File: src/hw/rtl/tmf_pkg.sv
// Package for the trapezoid membership unit: widths, types and register codes.
`default_nettype none
package tmf_pkg;

	localparam int DATA_WIDTH = 16;
	localparam int FRAC_BITS  = 15;
	localparam int OUT_WIDTH  = 16;
	localparam int APB_WIDTH  = 32;
	localparam int ADDR_WIDTH = 4;
	localparam int REG_IDX_W  = 2;
	localparam int LATENCY    = FRAC_BITS + 2;

	localparam logic [OUT_WIDTH-1:0] MEMB_ONE = OUT_WIDTH'(1) << FRAC_BITS;

	typedef enum logic [REG_IDX_W-1:0] {
		REG_CORNER_A = 2'd0,
		REG_CORNER_B = 2'd1,
		REG_CORNER_C = 2'd2,
		REG_CORNER_D = 2'd3
	} reg_idx_t;

	typedef enum logic [1:0] {
		KIND_ZERO  = 2'd0,
		KIND_ONE   = 2'd1,
		KIND_SLOPE = 2'd2
	} kind_t;

	typedef struct packed {
		logic signed [DATA_WIDTH-1:0] a;
		logic signed [DATA_WIDTH-1:0] b;
		logic signed [DATA_WIDTH-1:0] c;
		logic signed [DATA_WIDTH-1:0] d;
	} corners_t;

	typedef struct packed {
		logic                  valid;
		kind_t                 kind;
		logic [DATA_WIDTH-1:0] rem;
		logic [DATA_WIDTH-1:0] den;
		logic [FRAC_BITS-1:0]  quot;
	} div_stage_t;

endpackage
`default_nettype wire

File: src/hw/rtl/trapezoid_membership_unit.sv
// Top level: corner registers, APB port, front stage, divider cell chain, result register.
`default_nettype none
// Takes one sample per clock (busy is never raised) and returns its Q1.15 trapezoid
// membership through one front stage, a chain of 15 divider cells
// (one quotient bit each) and the result register. done pulses for one cycle with
// membership; there is no back-pressure. Corners are written over APB at 0x0/0x4/0x8/0xC
// and must only change while no item is in flight.
module trapezoid_membership_unit (
	input  wire logic                                clk,
	input  wire logic                                arst_n,
	input  wire logic                                start,
	output logic                                     busy,
	input  wire logic signed [tmf_pkg::DATA_WIDTH-1:0] sample,
	output logic                                     done,
	output logic        [tmf_pkg::OUT_WIDTH-1:0]     membership,
	input  wire logic                                psel,
	input  wire logic                                penable,
	input  wire logic                                pwrite,
	input  wire logic   [tmf_pkg::ADDR_WIDTH-1:0]    paddr,
	input  wire logic   [tmf_pkg::APB_WIDTH-1:0]     pwdata,
	output logic        [tmf_pkg::APB_WIDTH-1:0]     prdata,
	output logic                                     pready
);
	import tmf_pkg::*;

	corners_t                  corners_q;
	reg_idx_t                  reg_idx;
	logic                      wr_en;
	logic [DATA_WIDTH-1:0]     rd_val;
	div_stage_t                chain [FRAC_BITS+1];
	logic [OUT_WIDTH-1:0]      memb_d;
	logic                      done_q;
	logic [OUT_WIDTH-1:0]      membership_q;

	assign busy    = 1'b0;
	assign pready  = 1'b1;
	assign reg_idx = reg_idx_t'(paddr[ADDR_WIDTH-1:ADDR_WIDTH-REG_IDX_W]);
	assign wr_en   = psel && penable && pwrite && pready;

	always_ff @(posedge clk or negedge arst_n) begin
		if (!arst_n) begin
			corners_q <= '0;
		end else if (wr_en) begin
			case (reg_idx)
				REG_CORNER_A: corners_q.a <= pwdata[DATA_WIDTH-1:0];
				REG_CORNER_B: corners_q.b <= pwdata[DATA_WIDTH-1:0];
				REG_CORNER_C: corners_q.c <= pwdata[DATA_WIDTH-1:0];
				REG_CORNER_D: corners_q.d <= pwdata[DATA_WIDTH-1:0];
				default: ;
			endcase
		end
	end

	always_comb begin
		case (reg_idx)
			REG_CORNER_A: rd_val = corners_q.a;
			REG_CORNER_B: rd_val = corners_q.b;
			REG_CORNER_C: rd_val = corners_q.c;
			REG_CORNER_D: rd_val = corners_q.d;
			default:      rd_val = '0;
		endcase
	end

	assign prdata = {{(APB_WIDTH-DATA_WIDTH){rd_val[DATA_WIDTH-1]}}, rd_val};

	tmf_classify u_classify (
		.clk      (clk),
		.arst_n   (arst_n),
		.in_valid (start && !busy),
		.sample   (sample),
		.corners  (corners_q),
		.stage_s1 (chain[0])
	);

	for (genvar i = 0; i < FRAC_BITS; i++) begin : g_cell
		tmf_div_cell u_cell (
			.clk       (clk),
			.arst_n    (arst_n),
			.stage_in  (chain[i]),
			.stage_out (chain[i+1])
		);
	end

	always_comb begin
		case (chain[FRAC_BITS].kind)
			KIND_ONE:   memb_d = MEMB_ONE;
			KIND_SLOPE: memb_d = {{(OUT_WIDTH-FRAC_BITS){1'b0}}, chain[FRAC_BITS].quot};
			default:    memb_d = '0;
		endcase
	end

	always_ff @(posedge clk or negedge arst_n) begin
		if (!arst_n) begin
			done_q <= 1'b0;
		end else begin
			done_q <= chain[FRAC_BITS].valid;
		end
	end

	always_ff @(posedge clk) begin
		membership_q <= memb_d;
	end

	assign done       = done_q;
	assign membership = membership_q;

	a_done_follows_item: assert property (@(posedge clk) disable iff (!arst_n)
		done |-> $past(start && !busy, LATENCY))
		else $error("result without a matching item");

	a_membership_range: assert property (@(posedge clk) disable iff (!arst_n)
		done |-> membership <= MEMB_ONE)
		else $error("membership above one");

	a_never_busy: assert property (@(posedge clk) disable iff (!arst_n)
		start |=> !busy)
		else $error("pipeline raised busy");

endmodule
`default_nettype wire

File: src/hw/rtl/tmf_classify.sv
// Front stage: region decision and slope numerator/denominator for one item.
`default_nettype none
module tmf_classify (
	input  wire logic                            clk,
	input  wire logic                            arst_n,
	input  wire logic                            in_valid,
	input  wire logic signed [tmf_pkg::DATA_WIDTH-1:0] sample,
	input  wire tmf_pkg::corners_t               corners,
	output tmf_pkg::div_stage_t                  stage_s1
);
	import tmf_pkg::*;

	logic signed [DATA_WIDTH:0] y_minus_a;
	logic signed [DATA_WIDTH:0] b_minus_a;
	logic signed [DATA_WIDTH:0] d_minus_y;
	logic signed [DATA_WIDTH:0] d_minus_c;
	div_stage_t                 stage_d;

	assign y_minus_a = {sample[DATA_WIDTH-1], sample} - {corners.a[DATA_WIDTH-1], corners.a};
	assign b_minus_a = {corners.b[DATA_WIDTH-1], corners.b} - {corners.a[DATA_WIDTH-1], corners.a};
	assign d_minus_y = {corners.d[DATA_WIDTH-1], corners.d} - {sample[DATA_WIDTH-1], sample};
	assign d_minus_c = {corners.d[DATA_WIDTH-1], corners.d} - {corners.c[DATA_WIDTH-1], corners.c};

	always_comb begin
		stage_d.valid = in_valid;
		stage_d.quot  = '0;
		stage_d.rem   = '0;
		stage_d.den   = '0;
		if (sample <= corners.a || sample >= corners.d) begin
			stage_d.kind = KIND_ZERO;
		end else if (sample < corners.b) begin
			stage_d.kind = KIND_SLOPE;
			stage_d.rem  = y_minus_a[DATA_WIDTH-1:0];
			stage_d.den  = b_minus_a[DATA_WIDTH-1:0];
		end else if (sample <= corners.c) begin
			stage_d.kind = KIND_ONE;
		end else begin
			stage_d.kind = KIND_SLOPE;
			stage_d.rem  = d_minus_y[DATA_WIDTH-1:0];
			stage_d.den  = d_minus_c[DATA_WIDTH-1:0];
		end
	end

	always_ff @(posedge clk or negedge arst_n) begin
		if (!arst_n) begin
			stage_s1 <= '0;
		end else begin
			stage_s1 <= stage_d;
		end
	end

endmodule
`default_nettype wire

File: src/hw/rtl/tmf_div_cell.sv
// One restoring-division cell: yields one quotient bit and hands on the remainder.
`default_nettype none
module tmf_div_cell (
	input  wire logic                 clk,
	input  wire logic                 arst_n,
	input  wire tmf_pkg::div_stage_t  stage_in,
	output tmf_pkg::div_stage_t       stage_out
);
	import tmf_pkg::*;

	logic [DATA_WIDTH:0] shifted;
	logic [DATA_WIDTH:0] den_ext;
	logic [DATA_WIDTH:0] diff;
	logic                ge;

	assign shifted = {stage_in.rem, 1'b0};
	assign den_ext = {1'b0, stage_in.den};
	assign diff    = shifted - den_ext;
	assign ge      = shifted >= den_ext;

	always_ff @(posedge clk or negedge arst_n) begin
		if (!arst_n) begin
			stage_out <= '0;
		end else begin
			stage_out.valid <= stage_in.valid;
			stage_out.kind  <= stage_in.kind;
			stage_out.den   <= stage_in.den;
			stage_out.rem   <= ge ? diff[DATA_WIDTH-1:0] : shifted[DATA_WIDTH-1:0];
			stage_out.quot  <= {stage_in.quot[FRAC_BITS-2:0], ge};
		end
	end

endmodule
`default_nettype wire
File: config.mk
export PLATFORM = sky130hd
export DESIGN_NAME = trapezoid_membership_unit
export DESIGN_NICKNAME = d
export VERILOG_FILES = /design/src/hw/rtl/tmf_pkg.sv /design/src/hw/rtl/trapezoid_membership_unit.sv /design/src/hw/rtl/tmf_classify.sv /design/src/hw/rtl/tmf_div_cell.sv
export SDC_FILE = /design/constraint.sdc
export NUM_CORES = 1
export LEC_CHECK = 0
export ABC_AREA = 1
export BUFFER_PORTS_ARGS = -buffer_cell sky130_fd_sc_hd__buf_2
export CAP_MARGIN = 25
export CORE_MARGIN = 2
export CORE_UTILIZATION = 63
export CTS_CLUSTER_SIZE = 28
export DETAILED_ROUTE_END_ITERATION = 12
export PLACE_DENSITY_LB_ADDON = 0.15
export SYNTH_ARGS = -nofsm -noshare
export SYNTH_HDL_FRONTEND = slang
export SYNTH_SLANG_ARGS = --single-unit
File: constraint.sdc
create_clock -name clk -period 2.98 [get_ports clk]
set_input_delay 0.149 -clock clk [delete_from_list [all_inputs] [get_ports clk]]
set_output_delay 0.149 -clock clk [all_outputs]
set_load 0.01 [all_outputs]
==> impl_metrics.csv <==
group,metric,value,unit
outcome,status,"complete, no violations",
yosys,synth_adder_area_share,11.5,%
cells_and_area,fill_cells,4795,
clock_network,clock_path_buffers,3,
cells_and_area,finish.utilization,70.9,%
drt,detailroute.wirelength.met3,4840,µm
place,port_buffers,88,
clock_network,cts.repair.resized,0,
cells_and_area,drive_gt1_share,7.85,%
cells_and_area,synthToLayoutAreaGrowth,11.3,%
cells_and_area,num-nets-final,5114,
yosys,synthesis.area_per_instance,8.61,µm²
place,globalplace.congestion,0.983,
cells_and_area,final-seq-area,18200,µm²
worst_setup_path,crit_path_max_fanout,28,
grt,grt_start_max_net_pins,90,
grt,grt_first_pass_wirelength,150000,µm
worst_setup_path,crit_path_start_kind,"flip-flop",
floorplanning,placement_rows,91,
timing,drv_slew,0,
drt,routed-wl-met2,44900,µm
yosys,syn_area,39200,µm²
timing,worst_clock_skew,0.0557,ns
yosys,yosysWarnings,0,
timing,grt_setup_unrepaired,"no",
yosys,ys_ff_latch,729,
clock_network,tritoncts_clock_tree,"done",
drt,highest-signal-layer,"met5",
floorplanning,fp.coreArea,61600,µm²
floorplanning,die_area,64300,µm²
timing,totalNegativeSetupSlack,0,ns
clock_network,clk_sink_count,729,
drt,drt-initial-drc-count,2319,
place,place_worst_setup_slack,0.285,ns
timing,max_slew_margin,31.8,%
timing,period_share,90.7,%
drt,finalWirelength,92900,µm
worst_setup_path,setup.worst_path.end_class,"flip-flop",
floorplanning,start_util,63.7,%
clock_network,clockRootBuffer,"sky130_fd_sc_hd__clkbuf_16",
worst_setup_path,cp.required,3.51,ns
timing,actual_slew_at_the_worst_max_slew_pin,1.02,ns
cells_and_area,finalInstanceArea,43600,µm²
floorplanning,die_height,254,µm
yosys,synth_flop_cell,"sky130_fd_sc_hd__dfrtp_1",
yosys,post_synth_inst_count,4554,
yosys,synth_cell_type_count,48,
drt,drt_drc_violations_left,0,
worst_setup_path,critPathArrivalTime,3.23,ns
yosys,synth_seq_area_share,46.3,%
clock_network,cts.reportedPaths.clkPinSlew,0.06,ns
place,dpl.hpwl,71100,µm
grt,grt_pass1_vias,29500,
yosys,synth-edff-count,0,
timing,final_setup_margin,0.277,ns
yosys,postSynthNetCount,4962,
clock_network,clock_tree.htree_level_count,3,
drt,vias,30300,
yosys,asr_flop_ratio_synth,97.8,%
yosys,synth.mux.area_fraction,0,%
grt,overflow,0,
yosys,synth-xor-area-share,4.82,%
yosys,synth-compound-area-share,8.32,%
job,max_cap_violations,0,
drt,detail_route.vias_per_cell,5.40,
floorplanning,top_level_ports,109,
timing,endpoints_failing_hold,0,
grt,number_of_antenna_violations_at_the_first_check_in_global_routing,6,
clock_network,cts_inserted_buffers,75,
drt,drt-wirelength-per-cell,16.6,µm
timing,period_minus_slack,2.70,ns
drt,antenna_violating_nets_post_route,0,
timing,max_clock_freq,370,MHz
worst_setup_path,timing_worst_setup_path_type,"reg2reg",
yosys,synthesized_area_fraction_occupied_by_and_or_nand_nor_cells,21.8,%
clock_network,clock_insertion_delay_worst_skew,0.66,ns
timing,finalSetupViolCount,0,
yosys,synth_top_family_by_area,"simple AND/OR/NAND/NOR gates",
hold_path,worst_min_delay_path_class,"in2async",
place,dpl_cell_area,40700,µm²
cells_and_area,multi_input_area,18200,µm²
drt,detailedRoute.firstPassIterationCount,6,
grt,grt_use_total,29.5,%
floorplanning,chipWidth,254,µm
drt,wl_met1,39900,µm
==> synth_stat cells (2+ instances only) <==
master                      instances  area, µm²
sky130_fd_sc_hd__o21ai_1            2       10.0
sky130_fd_sc_hd__a21boi_0          28        210
sky130_fd_sc_hd__nor3_4             2       32.5
sky130_fd_sc_hd__nor2_1           196        736
sky130_fd_sc_hd__buf_6              6       67.6
sky130_fd_sc_hd__buf_2             26        130
sky130_fd_sc_hd__a21o_1            18        135
sky130_fd_sc_hd__nor3_1            44        220
sky130_fd_sc_hd__xnor2_1           92        806
sky130_fd_sc_hd__a21oi_1          288       1440
sky130_fd_sc_hd__conb_1             2       7.51
sky130_fd_sc_hd__ha_1             332       4150
sky130_fd_sc_hd__nand3_1          386       1930
sky130_fd_sc_hd__and2_1             3       18.8
sky130_fd_sc_hd__nand2_2           25        156
sky130_fd_sc_hd__nand3_2            4       40.0
sky130_fd_sc_hd__dfrtp_1          713      17800
sky130_fd_sc_hd__inv_1            594       2230
sky130_fd_sc_hd__dfxtp_1           16        320
sky130_fd_sc_hd__buf_4             32        240
sky130_fd_sc_hd__buf_1              5       18.8
sky130_fd_sc_hd__xor2_1           124       1090
sky130_fd_sc_hd__inv_2              9       33.8
sky130_fd_sc_hd__nor3_2            14        140
sky130_fd_sc_hd__nand2_4           19        214
sky130_fd_sc_hd__o21ai_0          197        986
sky130_fd_sc_hd__clkbuf_1          17       63.8
sky130_fd_sc_hd__o21bai_1          22        165
sky130_fd_sc_hd__a211oi_1           2       15.0
sky130_fd_sc_hd__buf_12             2       40.0
sky130_fd_sc_hd__a21oi_2            4       35.0
sky130_fd_sc_hd__fa_1              18        360
sky130_fd_sc_hd__o2111ai_1         16        140
sky130_fd_sc_hd__nand3b_1          12       90.1
sky130_fd_sc_hd__o21a_1             2       15.0
sky130_fd_sc_hd__nand2_1         1225       4600
sky130_fd_sc_hd__a31oi_1           15       93.8
sky130_fd_sc_hd__nor2_4            19        214
sky130_fd_sc_hd__nand4_1           12       75.1
sky130_fd_sc_hd__nor2_2             3       18.8
==> placed cells by master, fill, tap and decap left out, types with 9 or more instances in the layout <==
cell / instances
sky130_fd_sc_hd__nor3_1: 44
sky130_fd_sc_hd__nand2_1: 1225
sky130_fd_sc_hd__nor3_2: 14
sky130_fd_sc_hd__nand4_1: 12
sky130_fd_sc_hd__clkbuf_8: 9
sky130_fd_sc_hd__bufinv_16: 11
sky130_fd_sc_hd__dfxtp_1: 16
sky130_fd_sc_hd__o2111ai_1: 16
sky130_fd_sc_hd__clkinv_2: 12
sky130_fd_sc_hd__a21o_1: 18
sky130_fd_sc_hd__clkbuf_16: 75
sky130_fd_sc_hd__fa_1: 18
sky130_fd_sc_hd__nor2_4: 19
sky130_fd_sc_hd__dlygate4sd3_1: 18
sky130_fd_sc_hd__ha_1: 332
sky130_fd_sc_hd__xor2_1: 124
sky130_fd_sc_hd__a31oi_1: 15
sky130_fd_sc_hd__xnor2_1: 92
sky130_fd_sc_hd__buf_4: 42
sky130_fd_sc_hd__nand2_2: 25
sky130_fd_sc_hd__buf_12: 9
sky130_fd_sc_hd__nand2_4: 19
sky130_fd_sc_hd__nor2_1: 196
sky130_fd_sc_hd__a21oi_1: 288
sky130_fd_sc_hd__a21boi_0: 28
sky130_fd_sc_hd__clkbuf_1: 9
sky130_fd_sc_hd__buf_2: 87
sky130_fd_sc_hd__inv_2: 9
sky130_fd_sc_hd__o21bai_1: 22
sky130_fd_sc_hd__inv_1: 594
sky130_fd_sc_hd__dfrtp_1: 713
sky130_fd_sc_hd__o21ai_0: 197
sky130_fd_sc_hd__nand3b_1: 12
sky130_fd_sc_hd__nand3_1: 386
==> cell families after synthesis <==
| kind of cell | after synthesis |
|---|---|
| adders and majority gates | 350 |
| xor gates and xnor gates | 216 |
| and+or+nand+nor | 1969 |
| DFF | 729 |
| AOI/OAI and AO/OA | 596 |
| buffers and inverters | 692 |
| other | 2 |
==> routing by layer <==
metal / track usage [%] / vias up
met5: 0 / -
met4: 11.4 / 8
met3: 4.51 / 205
met2: 50.0 / 869
met1: 38.4 / 14200
li1: - / 15000
==> timing repair <==
action,in CTS,in global routing
setup buffers,0,0
hold endpoints to repair,202,0
hold buffers,18,0
==> path summary, 6_finish.rpt <==
| check | from | slack (ns) | cells past startpoint | end |
|---|---|---|---|---|
| max in group asynchronous | arst_n | 1.90 | 3 | u_classify.stage_s1[18] |
| worst max-delay path | corners_q[48] | 0.28 | 12 | u_classify.stage_s1[46] |
| worst max register to register | corners_q[48] | 0.28 | 12 | u_classify.stage_s1[46] |
| min in group clk | sample[0] | 0.07 | 5 | u_classify.stage_s1[31] |
| worst min-delay path | arst_n | 0.06 | 2 | done |
| worst min register to register | g_cell[1].u_cell.stage_out[0] | 0.34 | 0 | g_cell[2].u_cell.stage_out[1] |
==> critical path: stages, from the launching register on <==
cell,delay [ns]
sky130_fd_sc_hd__dfrtp_1,0.45
sky130_fd_sc_hd__ha_1,0.24
sky130_fd_sc_hd__fa_1,0.41
sky130_fd_sc_hd__nand3b_1,0.21
sky130_fd_sc_hd__nand2_2,0.13
sky130_fd_sc_hd__nand2_1,0.08
sky130_fd_sc_hd__nand2_2,0.12
sky130_fd_sc_hd__nand3_2,0.09
sky130_fd_sc_hd__nand3_2,0.09
sky130_fd_sc_hd__nand3_4,0.10
sky130_fd_sc_hd__nor2_8,0.21
sky130_fd_sc_hd__nand2_8,0.26
sky130_fd_sc_hd__nor2_1,0.19
==> state kept, by name (all words and copies together), names as in the netlist <==
signal	cells
membership	16
corners_q	64
g_cell.u_cell.stage_out	613
done	1
u_classify.stage_s1	35
==> stage by stage <==
stage	cells	hold slack, ns
after floorplan	4554	-0.147
after global placement	5442	0.168
after detailed placement	5444	0.172
after CTS	5596	0.0297
after global routing	5601	0.0803
final	5602	0.0550
==> area by class of cell <==
class                   count  share of cell area, %
clock buffers              93                   4.66
diodes                      2                 0.0115
inverters                 604                   5.19
flip-flops and latches    729                   41.6
multi-input cells        3133                   41.8
clock inverters            41                   1.53
well taps                 837                   2.40
repair buffers            163                   2.81
Power is left out: the tool's default activity adds up to more than one toggle a clock period on the data nets, which glitch-free logic cannot reach.
